--- src/rtl/ffha_pkg.sv ---
package ffha_pkg;

    // widths cover the largest heap the block can be built for
    localparam int AW    = 17;
    localparam int CNT_W = 11;
    localparam int FW    = 14;

    localparam int DEF_HEAP_BYTES   = 8192;
    localparam int DEF_HEADER_BYTES = 16;
    localparam int DEF_MAX_BLOCKS   = 64;

    localparam logic [2:0] OP_NONE    = 3'd0;
    localparam logic [2:0] OP_GRANT   = 3'd1;
    localparam logic [2:0] OP_SPLIT   = 3'd2;
    localparam logic [2:0] OP_MARK    = 3'd3;
    localparam logic [2:0] OP_MERGE_R = 3'd4;
    localparam logic [2:0] OP_MERGE_L = 3'd5;

    localparam logic [1:0] ST_OK      = 2'd0;
    localparam logic [1:0] ST_OOM     = 2'd1;
    localparam logic [1:0] ST_BADFREE = 2'd2;

    typedef struct packed {
        logic              alloc;
        logic [2:0]        op;
        logic [FW-1:0]     req;
        logic [FW-1:0]     off;
        logic              clr;
        logic [CNT_W-1:0]  cnt;
    } t_cmd;

    typedef struct packed {
        logic          live;
        logic          found;
        logic          fresh;
        logic          pfree;
        logic          nfree;
        logic [AW-1:0] start;
        logic [AW-1:0] size;
    } t_tok;

    typedef struct packed {
        logic [AW-1:0] size;
        logic          free;
        logic          mark;
    } t_ent;

endpackage

--- src/rtl/ffha_cell.sv ---
module ffha_cell import ffha_pkg::*; #(
    parameter int IDX          = 0,
    parameter int HEAP_BYTES   = DEF_HEAP_BYTES,
    parameter int HEADER_BYTES = DEF_HEADER_BYTES
) (
    input  logic i_clk,
    input  logic i_rst_n,
    input  t_cmd i_cmd,
    input  t_tok i_tok,
    input  t_ent i_left,
    input  t_ent i_right,
    output t_tok o_tok,
    output t_ent o_ent
);

    localparam logic [AW-1:0] HDR      = AW'(HEADER_BYTES);
    localparam logic [AW-1:0] RST_SIZE = (IDX == 0) ? AW'(HEAP_BYTES - HEADER_BYTES) : '0;

    logic [AW-1:0] r_size, n_size;
    logic          r_free, n_free;
    logic          r_mark, r_after;
    t_tok          r_tok, n_tok;
    logic          w_valid, w_hit, w_fit;
    logic [AW:0]   w_start_h;

    always_comb begin
        w_valid   = CNT_W'(IDX) < i_cmd.cnt;
        w_start_h = {1'b0, i_tok.start} + {1'b0, HDR};
        w_fit     = i_cmd.alloc ? (r_free && ({1'b0, r_size} >= (AW+1)'(i_cmd.req)))
                                : (w_start_h == (AW+1)'(i_cmd.off));
        w_hit     = i_tok.live && !i_tok.found && w_valid && w_fit;

        n_tok = i_tok;
        if (w_hit) begin
            n_tok.found = 1'b1;
            n_tok.fresh = 1'b1;
            n_tok.size  = r_size;
            n_tok.nfree = 1'b0;
        end else if (!i_tok.found) begin
            n_tok.start = i_tok.start + HDR + r_size;
            n_tok.pfree = r_free && w_valid;
        end else if (i_tok.fresh) begin
            // first cell behind the hit reports its free state
            n_tok.fresh = 1'b0;
            n_tok.nfree = r_free && w_valid;
        end
    end

    always_comb begin
        n_size = r_size;
        n_free = r_free;
        case (i_cmd.op)
            OP_GRANT: begin
                if (r_mark) n_free = 1'b0;
            end
            OP_MARK: begin
                if (r_mark) n_free = 1'b1;
            end
            OP_SPLIT: begin
                if (r_mark) begin
                    n_size = AW'(i_cmd.req);
                    n_free = 1'b0;
                end else if (i_left.mark) begin
                    n_size = i_left.size - AW'(i_cmd.req) - HDR;
                    n_free = 1'b1;
                end else if (r_after) begin
                    n_size = i_left.size;
                    n_free = i_left.free;
                end
            end
            OP_MERGE_R: begin
                if (r_mark) begin
                    n_size = r_size + HDR + i_right.size;
                end else if (r_after) begin
                    n_size = i_right.size;
                    n_free = i_right.free;
                end
            end
            OP_MERGE_L: begin
                if (i_right.mark) begin
                    n_size = r_size + HDR + i_right.size;
                end else if (r_mark || r_after) begin
                    n_size = i_right.size;
                    n_free = i_right.free;
                end
            end
            default: begin
            end
        endcase
    end

    always_ff @(posedge i_clk) begin
        if (!i_rst_n) begin
            r_size   <= RST_SIZE;
            r_free   <= (IDX == 0);
            r_mark   <= 1'b0;
            r_after  <= 1'b0;
            r_tok.live <= 1'b0;
        end else begin
            r_size <= n_size;
            r_free <= n_free;
            r_tok  <= n_tok;
            if (i_cmd.clr) begin
                r_mark  <= 1'b0;
                r_after <= 1'b0;
            end else if (i_tok.live) begin
                r_mark  <= w_hit;
                r_after <= i_tok.found;
            end
        end
    end

    assign o_tok = r_tok;
    assign o_ent = '{size: r_size, free: r_free, mark: r_mark};

endmodule

--- config.mk ---
export PLATFORM = sky130hd
export DESIGN_NAME = ffha_cell
export DESIGN_NICKNAME = d
export VERILOG_FILES = /design/src/rtl/ffha_pkg.sv /design/src/rtl/ffha_cell.sv
export SDC_FILE = /design/constraint.sdc
export NUM_CORES = 1
export LEC_CHECK = 0
export CAP_MARGIN = 20
export CORE_MARGIN = 2
export CORE_UTILIZATION = 55
export DETAILED_ROUTE_END_ITERATION = 10
export DONT_BUFFER_PORTS = 1
export PLACE_DENSITY = 0.75
export REMOVE_ABC_BUFFERS = 1
export SYNTH_ARGS = -nofsm -noshare
export SYNTH_HDL_FRONTEND = slang
export SYNTH_SLANG_ARGS = --single-unit
export TNS_END_PERCENT = 5
--- constraint.sdc ---
create_clock -name i_clk -period 8.88 [get_ports i_clk]
set_clock_uncertainty 0.15 [all_clocks]
set_input_delay 0.444 -clock i_clk [delete_from_list [all_inputs] [get_ports i_clk]]
set_output_delay 0.444 -clock i_clk [all_outputs]
set_load 0.05 [all_outputs]
# Word-level counts from Yosys, hierarchy flattened
# Cells that the tools add are included.
word_totals:
  ff_bits: 59
  inputBits: 123
  out_inout_bits: 58
op_classes:
  addsub: 7
  n_lt_le_gt_ge: 2
  eq_ne: 15
  n_mux: 27
  bitwise: 1
  n_reduce_logical: 12
op_table:
  columns: ["op", "count"]
  rows:
  - ["2-to-1 mux 17 bit", 10]
  - ["case mux 17 bit (3 select lines)", 1]
  - ["adder 17 bit", 2]
  - ["adder 17 x 5 -> 17 bit (second input constant)", 2]
  - ["adder 17 x 5 -> 18 bit (second input constant)", 1]
  - ["== test 18 x 14 -> 1 bit", 1]
  - [">= comparator 17 x 14 -> 1 bit", 1]
  - ["subtractor 17 x 14 -> 17 bit", 1]
  - ["subtractor 17 x 5 -> 17 bit (second input constant)", 1]
  - ["2-to-1 mux 1 bit", 15]
  - ["!= test 2 bit (second input constant)", 6]
  - ["< comparator 1 x 11 -> 1 bit (first input constant)", 1]
  - ["AND reduction 8 bit", 1]
  - ["== test 3 x 2 -> 1 bit (second input constant)", 2]
  - ["== test 3 bit (second input constant)", 2]
  - ["!= test 3 bit (second input constant)", 2]
  - ["logical AND 1 bit", 5]
  - ["case mux 1 bit (5 select lines)", 1]
  - ["nonzero test 5 bit", 1]
  - ["!= test 4 bit (second input constant)", 1]
  - ["AND reduction 4 bit", 1]
  - ["== test 3 x 1 -> 1 bit (second input constant)", 1]
  - ["nonzero test 3 bit", 1]
  - ["OR reduction 2 bit", 1]
  - ["3 further kinds", 3]

# Longest topological paths before layout
# Gate-level depths: netlist of the first run.
depth:
  depth_word: 5
  ltp_mapped: 14
  ltp_nobuf: 14

# Worst setup path before layout of the first run
# OpenSTA, ideal clock, no wires.
synth_path:
  path_kind: "reg2reg"
  from: "register r_size[4]"
  to: "register r_size[16]"
  arrival_ns: 3.122
  setup_slack_ns: 5.472
  stages_incl_launch_ff: 13
  n_path_buf: 0
  path_cell_list: "dfxtp_1 -> inv_1 -> ha_1 -> inv_1 -> ha_1 -> and3_1 -> a2111oi_2 -> and3_1 -> o31ai_1 -> a221o_1 -> mux2i_1 -> mux2i_1 -> a31oi_1"
synth_via:
  elab_chain_len: 4
  word_cells_on_any_way: 5
  classes_between: "add/sub: 2; mux: 3"
synth_lines:
  columns: ["item", "line_no", "source"]
  rows:
  - ["start, declared", "ffha_cell.sv:19", "logic [AW-1:0] r_size, n_size;"]
  - ["start signal, assigned", "ffha_cell.sv:100", "r_size <= n_size;"]
  - ["adder 17 x 5 -> 17 bit (*)", "ffha_cell.sv:73, ffha_cell.sv:81", null]
  - ["adder 17 bit (*)", "ffha_cell.sv:73, ffha_cell.sv:81", null]
  - ["2-to-1 mux 17 bit (on tied branches)", "ffha_cell.sv:80, ffha_cell.sv:72", null]
  - ["case mux 17 bit (3 select lines) (*)", "ffha_cell.sv:52", "case (i_cmd.op)"]
# Every way passes the cells marked *; elsewhere a longest branch is shown, timed or not.
# A chain may end at the register's enable or synchronous reset.

==> results of run 1 <==
[cell usage in the layout, fill, tap and decap left out, types with 5 or more instances in the layout]
cell type  netlist  layout
nand2b_1        10      10
mux2i_1         12      11
dfxtp_1         21      20
xor2_1          15      15
a211oi_1        21      21
ha_1           105     105
mux2_4          26      26
nand2_1         49      49
o211ai_1        12      12
and3_1           9       9
xnor2_1         28      28
o21ai_0         52      52
nor3_1          13      13
or3_1            9       9
a31oi_1         13      13
a21o_1          14      14
a21oi_1         36      36
nand3_1         12      12
clkbuf_16        0       9
inv_1           75      75
nor2_1          46      46
edfxtp_1        38      38
nor2b_1         15      15
and2_1           6       6
o21a_1           9       9
buf_4            2       5
o311ai_0         8       8
[synthesized netlist by cell type (10+ instances only)]
library cell,number
nor2b_1,15
nor3_1,13
o211ai_1,12
a21o_1,14
nor2_1,46
inv_1,75
nand2_1,49
mux2_4,26
a31oi_1,13
edfxtp_1,38
o21ai_0,52
a211oi_1,21
dfxtp_1,21
a21oi_1,36
mux2i_1,12
clkbuf_1,17
xnor2_1,28
xor2_1,15
nand2b_1,10
nand3_1,12
ha_1,105
[critical path, cell delays in order (launching register included)]
cell and delay, ns:
dfxtp_1 0.78, ha_1 0.36, ha_1 0.21, inv_1 0.07, fa_1 0.19, nor2b_1 0.05, o21a_1 0.16, o21ai_0 0.30
a21oi_1 0.14, and4_1 0.25, o31ai_1 0.55, o31ai_1 0.18, o32a_1 0.30
[registers in the layout, summed over array words and instances, names as in the netlist]
signal	flops
r_mark	1
r_free	1
r_after	1
o_tok	39
r_size	17
[final timing paths]
path	start	slack, ns	endpoint
min reg2reg	r_after	0.42	r_after
min	i_rst_n	0.05	r_size[10]
max	r_size[1]	4.91	o_tok[32]
max reg2reg	r_size[1]	4.91	o_tok[32]
[power by group]
group | switching [mW] | internal, mW
logic | 0.199 | 0.183
registers | 0.103 | 0.324
clock network | 0.124 | 0.223
[stage by stage]
stage | setup WS, ns | hold WS (ns)
3_3_place_gp | 4.887 | 0.3734
2_1_floorplan | 5.012 | 0.3531
3_5_place_dp | 4.788 | 0.3748
6_report | 4.912 | 0.04959
5_1_grt | 4.780 | 0.04125
4_1_cts | 4.741 | 0.02673
[cells by family after synthesis]
group	share of synthesized area [%]
compound gates	21.41
fa+ha+maj	20.32
flops	23.10
simple gates	15.03
xor+xnor	5.571
buf+inv	6.348
mux	8.218
[layer usage]
metal	wire [um]	vias to the layer above	track usage [%]
met5	0	-	0
met1	7530	2765	32.43
met2	9091	266	49.10
li1	-	2815	-
met4	401	0	8.916
met3	1514	31	7.327
[layout make-up]
| type | count | area [sq um] |
|---|---|---|
| tap | 147 | 183.9 |
| timing repair buffer | 6 | 65.06 |
| multi-input combinational | 602 | 4787 |
| sequential | 59 | 1563 |
| fill | 1056 | 4832 |
| clock inverter | 5 | 52.55 |
| inverter | 76 | 285.3 |
| clock buffer | 11 | 242.7 |
==> results.py, run 1 <==
metrics = {
    "clock_tree": {
        "cts-root-buf": "clkbuf_16",
        "clk_latency_ns": 0.33,
        "cts_inserted_buffers": 9,
        "cts_num_sinks": 59,
        "clk_path_buf_depth": 2,
        "path_clk_slew_ns": 0.05,
        "tritoncts": "built",
        "htreeDepth": 3,
        "cts_post_setup_buffers_inserted": 0,
        "postCtsHoldBufs": 0,
        "cts_resized": 0,
    },
    "global_routing": {
        "grt_pass1_vias": 5883,
        "grt_start_max_net_pins": 59,
        "grt_pass1_wl_mm": 28.65,
        "grt_use_total_pct": 27.64,
        "antenna_found_initial": 0,
        "grt-ovfl-total": 0,
    },
    "timing": {
        "report.final.slew_viol_count": 0,
        "fin_setup_tns_ns": 0,
        "min_period_ns": 3.968,
        "max_freq_mhz": 252.0,
        "finalHoldViolCount": 0,
        "relSlewSlack_pct": 38.00,
        "setup_violations": 0,
        "period_share_pct": 44.69,
        "worst_slew_pin_slew_ns": 0.9301,
        "rsz0062_at_grt": "no",
    },
    "layout": {
        "drive_above_1_share_pct": 8.696,
        "area_delta_synth_final_pct": 6.200,
        "fin_cells": 906,
        "fin_nets": 985,
        "utilization_pct": 59.77,
        "num_antenna_cells": 0,
        "final_cell_area_sq_um": 7179,
    },
    "floorplanning": {
        "fp.dieArea_sq_um": 13190,
        "dieHeight_um": 114.9,
        "start_util_pct": 56.28,
        "die_x_um": 114.9,
        "std_cell_rows": 40,
        "core_area_sq_um": 12010,
        "pin_count": 181,
    },
    "critical_path": {
        "worstPathMaxFanout": 6,
        "cp.arrival_ns": 3.90,
        "rr_worst_depth": 12,
        "end_kind": "flip-flop",
        "critPathLaunchType": "flip-flop",
        "crit_required_ns": 8.81,
        "criticalPathCategory": "flip-flop to flip-flop",
    },
    "route": {
        "wl_mm": 18.54,
        "vias": 5877,
        "drt_iter0_markers": 288,
        "drc": 0,
        "vias_per_cell": 6.487,
        "drt-pass1-iter-count": 7,
        "post_drt_wl_per_cell_um": 20.46,
        "drtAntennaViolNets": 0,
    },
    "placement": {
        "placed_cells": 889,
        "io_buffers": 0,
        "gp_congestion": 0.8609,
        "hpwlAfterDp_mm": 14.52,
        "place_area_sq_um": 6857,
    },
    "power": {
        "powerDensity_nw_per_um2": 161.2,
        "total_power_mw": 1.157,
        "p_leak_nw": 3.168,
        "ir_drop_mv": 0.1001,
    },
    "synthesis": {
        "ys_seq_elements": 59,
        "syn_area_sq_um": 6760,
        "synthCells": 763,
        "synth_top_area_cell": "ha_1",
        "ys_types": 71,
        "synth_top_cell_area_share_pct": 19.43,
        "async_flop_share_pct": 0,
        "synthFlopType": "edfxtp_1",
        "synth_seq_area_share_pct": 23.10,
        "syn-mean-instance-area_sq_um": 8.860,
        "synth_edf_count": 38,
        "yosys-top-cells-area": "ha_1 19%, edfxtp_1 17%, dfxtp_1 6.2%",
        "yosysWarnings": 0,
    },
    "min_path": {
        "hold_path_depth": 1,
        "holdCritPathClass": "input pin to flip-flop",
    },
    "job": {
        "cap_violations": 0,
    },
    "run_status": {
        "status": "finished clean",
    },
}
No activity file was read; power rests on OpenSTA's default activity.
==> run 2, diff against run 1 <==
- ABC_AREA: default -> 1
- clock period: 8.88 -> 3.7 ns (I/O delays scaled with it)
==> results.py, run 2 <==
metrics = {
    "placement": {
        "hpwlAfterDp_mm": 15.98,
        "io_buffers": 0,
        "place_area_sq_um": 7420,
        "placed_cells": 1246,
        "gp_congestion": 0.9192,
    },
    "synthesis": {
        "synth_commonest_cells": "294 x nand2_1, 146 x inv_1, 105 x ha_1",
        "yosysWarnings": 0,
        "ys_seq_elements": 59,
        "ys_types": 43,
        "synthCells": 1079,
        "syn-mean-instance-area_sq_um": 6.644,
        "yosysMostFrequentCell": "nand2_1",
        "synth_top_cell_area_share_pct": 18.32,
        "synth_top_area_cell": "ha_1",
        "yosys-top-cells-area": "ha_1 18%, edfxtp_1 16%, nand2_1 15%",
        "synth_seq_area_share_pct": 21.78,
        "synthFlopType": "edfxtp_1",
        "syn_area_sq_um": 7169,
        "async_flop_share_pct": 0,
        "synth_edf_count": 38,
    },
    "global_routing": {
        "grt_pass1_vias": 7271,
        "grt_use_total_pct": 30.90,
        "grt-ovfl-total": 0,
        "grt_pass1_wl_mm": 35.12,
        "antenna_found_initial": 0,
        "grt_start_max_net_pins": 47,
    },
    "timing": {
        "fin_setup_tns_ns": 0,
        "rsz0062_at_grt": "no",
        "max_freq_mhz": 291.8,
        "min_period_ns": 3.427,
        "period_share_pct": 92.63,
        "report.final.slew_viol_count": 0,
        "hold_slack_ns": 0.004137,
        "worst_slew_pin_slew_ns": 0.8507,
        "relSlewSlack_pct": 43.08,
        "setup_violations": 0,
        "finalHoldViolCount": 0,
    },
    "floorplanning": {
        "pin_count": 181,
        "fp.dieArea_sq_um": 13960,
        "core_area_sq_um": 12670,
        "die_x_um": 118.2,
        "start_util_pct": 56.58,
        "dieHeight_um": 118.2,
        "std_cell_rows": 41,
    },
    "critical_path": {
        "slowest_delay_ns": 0.54,
        "rr_startpoint": "r_size[9]",
        "cp.arrival_ns": 3.36,
        "criticalPathCategory": "flip-flop to flip-flop",
        "crit_buf_inv": 2,
        "path_cells": "buf_4, ha_1, nand4_1, nor2_1, nand4_1, nand4_1, nand2_1, a21oi_4, nand2_2, nand2_1, nand2_1, dlygate4sd3_1",
        "end_kind": "flip-flop",
        "rr_worst_depth": 12,
        "crit_required_ns": 3.64,
        "cp_top_family": "simple AND/OR/NAND/NOR gates",
        "worstPathMaxFanout": 38,
        "critPathLaunch": "r_size[9]",
        "crit_slowest_cell": "dlygate4sd3_1",
        "path_depth": 12,
        "critPathLaunchType": "flip-flop",
    },
    "min_path": {
        "holdCritPathClass": "input pin to flip-flop",
        "holdCritStartpoint": "i_tok[25]",
        "hold_path_depth": 4,
    },
    "route": {
        "drt_iter0_markers": 535,
        "drc": 0,
        "vias": 7541,
        "vias_per_cell": 5.674,
        "drt-pass1-iter-count": 5,
        "post_drt_wl_per_cell_um": 16.43,
        "wl_mm": 21.84,
        "drtAntennaViolNets": 0,
    },
    "clock_tree": {
        "clk_path_buf_depth": 2,
        "cts-root-buf": "clkbuf_16",
        "tritoncts": "built",
        "htreeDepth": 3,
        "path_clk_slew_ns": 0.05,
        "cts_num_sinks": 59,
        "clk_latency_ns": 0.34,
        "cts_resized": 0,
        "cts_inserted_buffers": 9,
    },
    "layout": {
        "drive_above_1_share_pct": 4.671,
        "final_cell_mix": "294 x nand2_1, 146 x inv_1, 105 x ha_1",
        "final_cell_area_sq_um": 8426,
        "fin_nets": 1382,
        "area_delta_synth_final_pct": 17.52,
        "largest_register_ffs": 39,
        "fin_cells": 1329,
        "final_common_cell": "nand2_1",
    },
    "power": {
        "p_sw_share_pct": 40.63,
        "intPower_mw": 1.883,
        "powerDensity_nw_per_um2": 376.4,
        "seqPwrFrac_pct": 30.6,
        "total_power_mw": 3.171,
        "pwr-share-comb_pct": 40.7,
        "p_switching_mw": 1.288,
        "clock_power_share_pct": 28.7,
        "ir_drop_mv": 0.2491,
        "p_leak_nw": 4.217,
    },
    "run_status": {
        "status": "finished clean",
    },
    "job": {
        "cap_violations": 0,
    },
}
[run 2: layout make-up]
type / count / area [sq um]
well taps: 172 / 215.2
clock inverters: 3 / 43.79
fillers: 1155 / 4245
flip-flops and latches: 59 / 1562
inverters: 148 / 555.5
diodes: 1 / 2.502
clock buffers: 13 / 281.5
multi-input cells: 844 / 4915
repair buffers: 89 / 850.8
[run 2: cell families (layout without fill, tap and decap cells)]
| logic type | after synthesis | in the layout | share of synthesized area (%) |
|---|---|---|---|
| XOR/XNOR | 32 | 32 | 3.909 |
| adder cells (fa/ha/maj) | 108 | 108 | 19.16 |
| AO/OA/AOI/OAI | 188 | 188 | 14.80 |
| other | 0 | 1 | 0 |
| AND/OR/NAND/NOR | 516 | 516 | 30.58 |
| flip-flops | 59 | 59 | 21.78 |
| buffers and inverters | 176 | 253 | 9.773 |
[run 2: worst reg2reg max path, cell delays in order (launching register included)]
cell           delay (ns)
dfxtp_1              0.34
buf_4                0.22
ha_1                 0.32
nand4_1              0.08
nor2_1               0.27
nand4_1              0.12
nand4_1              0.11
nand2_1              0.09
a21oi_4              0.17
nand2_2              0.46
nand2_1              0.25
nand2_1              0.06
dlygate4sd3_1        0.54
[run 2: path summary, 6_finish.rpt]
kind          endpoint  slack, ns
max reg2reg  o_tok[33]       0.27
min          o_tok[25]      0.004
min reg2reg  r_size[7]       0.38
max          o_tok[33]       0.27
[run 2: power groups by stage]
stage | Clock, mW | Combinational [mW] | Sequential (mW)
detailed placement | 0 | 1.17 | 0.984
global route | 0.938 | 1.46 | 0.975
finish | 0.911 | 1.29 | 0.970
floorplan | 0 | 0.842 | 1.05
global placement | 0 | 1.15 | 0.981
CTS | 0.908 | 1.27 | 0.971
[run 2: through the flow]
stage	worst slack (ns)	utilization (%)
finish	0.2726	66.50
global route	0.09206	66.48
CTS	0.3392	66.48
detailed placement	0.8265	58.56
global placement	0.8298	58.56
floorplan	0.2487	-
[run 2: what timing repair did]
action	4_1_cts	5_1_grt
hold buffers	66	0
endpoints found under the hold margin	91	0
setup buffers	0	0
[run 2: routing by layer]
metal | track usage, % | wire length (um)
met3 | 5.212 | 1696
met4 | 12.50 | 555
met1 | 38.36 | 9055
met2 | 53.03 | 10530
met5 | 0 | 0
==> run 3, diff against run 2 <==
- CELL_PAD_IN_SITES_DETAIL_PLACEMENT: default -> 1
- CELL_PAD_IN_SITES_GLOBAL_PLACEMENT: default -> 2
- CORE_UTILIZATION: 55 -> 35
- PLACE_DENSITY: 0.75 -> 0.87
==> results.py, run 3 (same netlist as run 2, synthesis figures left out) <==
metrics = {
    "clock_tree": {
        "clk_path_buf_depth": 2,
        "tritoncts": "built",
        "cts_resized": 0,
        "clk_latency_ns": 0.34,
        "cts_inserted_buffers": 9,
        "postCtsHoldBufs": 70,
        "cts_num_sinks": 59,
        "path_clk_slew_ns": 0.05,
        "cts_post_setup_buffers_inserted": 0,
        "htreeDepth": 3,
        "cts-root-buf": "clkbuf_16",
    },
    "run_status": {
        "status": "finished clean",
    },
    "route": {
        "wl_mm": 25.94,
        "drt-pass1-iter-count": 5,
        "post_drt_wl_per_cell_um": 18.13,
        "vias_per_cell": 5.291,
        "drtAntennaViolNets": 0,
        "drt_iter0_markers": 423,
        "drc": 0,
        "vias": 7571,
    },
    "timing": {
        "max_freq_mhz": 295.6,
        "period_share_pct": 91.42,
        "finalHoldViolCount": 0,
        "fin_setup_tns_ns": 0,
        "worst_slew_pin_slew_ns": 0.8516,
        "min_period_ns": 3.383,
        "relSlewSlack_pct": 43.01,
        "report.final.slew_viol_count": 0,
        "setup_violations": 0,
        "rsz0062_at_grt": "no",
    },
    "layout": {
        "area_delta_synth_final_pct": 19.51,
        "num_antenna_cells": 0,
        "fin_nets": 1387,
        "seq_area_sq_um": 1562,
        "largest_register_ffs": 39,
        "multiInputGateArea_sq_um": 4915,
        "drive_above_1_share_pct": 4.737,
        "fillers": 2658,
        "final_cell_mix": "294 x nand2_1, 146 x inv_1, 105 x ha_1",
        "final_common_cell": "nand2_1",
    },
    "power": {
        "clock_power_share_pct": 26.7,
        "intPower_mw": 1.826,
        "pwr-share-comb_pct": 42.4,
        "powerDensity_nw_per_um2": 368.1,
        "p_switching_mw": 1.329,
        "p_leak_nw": 4.223,
        "ir_drop_mv": 0.2284,
        "total_power_mw": 3.154,
        "p_sw_share_pct": 42.12,
        "seqPwrFrac_pct": 30.9,
    },
    "critical_path": {
        "criticalPathCategory": "flip-flop to flip-flop",
        "cp_top_family": "simple AND/OR/NAND/NOR gates",
        "cpMostUsedCell": "nand2_1",
        "cp.arrival_ns": 3.31,
        "crit_slowest_cell": "dlygate4sd3_1",
        "end_kind": "flip-flop",
        "slowest_delay_ns": 0.54,
        "rr_startpoint": "r_size[3]",
        "rr_worst_depth": 14,
        "rr_endpoint": "o_tok[33]",
        "path_cells": "ha_1, ha_1, nand3_1, nand2_1, a21boi_0, o21ai_0, nand3_1, nand3b_1, nand2_1, nand2_1, nand2_1, nand2_1, nand2_1, dlygate4sd3_1",
        "worstPathMaxFanout": 5,
        "critPathLaunchType": "flip-flop",
        "rrSetupSlack_ns": 0.32,
        "crit_buf_inv": 1,
        "crit_required_ns": 3.63,
        "critPathLaunch": "r_size[3]",
    },
    "global_routing": {
        "antenna_found_initial": 0,
        "grt_start_max_net_pins": 47,
        "grt_use_total_pct": 24.04,
        "grt_pass1_vias": 7894,
        "grt_pass1_wl_mm": 41.57,
        "grt-ovfl-total": 0,
    },
    "placement": {
        "gp_congestion": 0.8969,
        "hpwlAfterDp_mm": 20.37,
        "io_buffers": 0,
    },
    "job": {
        "cap_violations": 0,
    },
    "floorplanning": {
        "std_cell_rows": 52,
        "start_util_pct": 35.55,
        "die_x_um": 147.1,
        "pin_count": 181,
        "fp.dieArea_sq_um": 21640,
        "dieHeight_um": 147.1,
        "core_area_sq_um": 20170,
    },
    "min_path": {
        "holdCritStartpoint": "i_right[18]",
        "holdCritPathClass": "input pin to flip-flop",
        "hold_path_depth": 6,
        "min_to": "r_size[16]",
    },
}
run 3: how the worst max path moves through the flow:
| stage | endpoint | slack (ns) | cells past startpoint |
|---|---|---|---|
| after floorplan | o_tok[27] | 0.25 | 11 |
| after CTS | o_tok[33] | 0.30 | 14 |
| after detailed placement | o_tok[32] | 0.72 | 14 |
| final | o_tok[33] | 0.32 | 14 |
| after global placement | r_size[11] | 0.83 | 15 |
| after global routing | o_tok[33] | 0.04 | 14 |
run 3: final cells by class:
type / count / area share, %
Clock inverter: 3 / 0.2190
Multi-Input combinational cell: 844 / 57.36
Sequential cell: 59 / 18.22
Tap cell: 270 / 3.943
Clock buffer: 13 / 3.286
Timing Repair Buffer: 94 / 10.48
Inverter: 148 / 6.484
run 3: power by group through the flow:
stage               combinational [mW]  clock [mW]  sequential (mW)
finish                            1.34       0.842            0.976
global route                      1.52       0.880            0.982
CTS                               1.34       0.854            0.977
detailed placement                1.23           0            0.991
global placement                  1.19           0            0.988
floorplan                        0.842           0             1.05
run 3: metrics by stage:
step	cell area [sq um]	setup slack (ns)	instances	util, %	hold WS [ns]
final	8568	0.3175	1431	42.48	0.01717
after global routing	8568	0.04394	1431	42.48	0.01905
after CTS	8568	0.2962	1431	42.48	0.001884
after detailed placement	7550	0.7152	1345	37.43	0.1260
after global placement	7550	0.8314	1345	37.43	0.1142
after floorplan	7024	0.2487	1051	-	0.1041
run 3: per-layer routing:
metal | share of wire, % | global-route usage [%] | vias up
met5 | 0 | 0 | -
met4 | 2.6 | 7.067 | 0
met3 | 5.4 | 4.565 | 51
met2 | 48 | 42.24 | 215
met1 | 44 | 29.92 | 3539
li1 | - | - | 3766
run 3: worst register-to-register path: cells and delay by family (launching register included):
family | cells | cell delay (ns)
compound gates | 2 | 0.61
fa+ha+maj | 2 | 0.66
buf+inv | 1 | 0.54
flops | 1 | 0.31
simple gates | 9 | 0.88
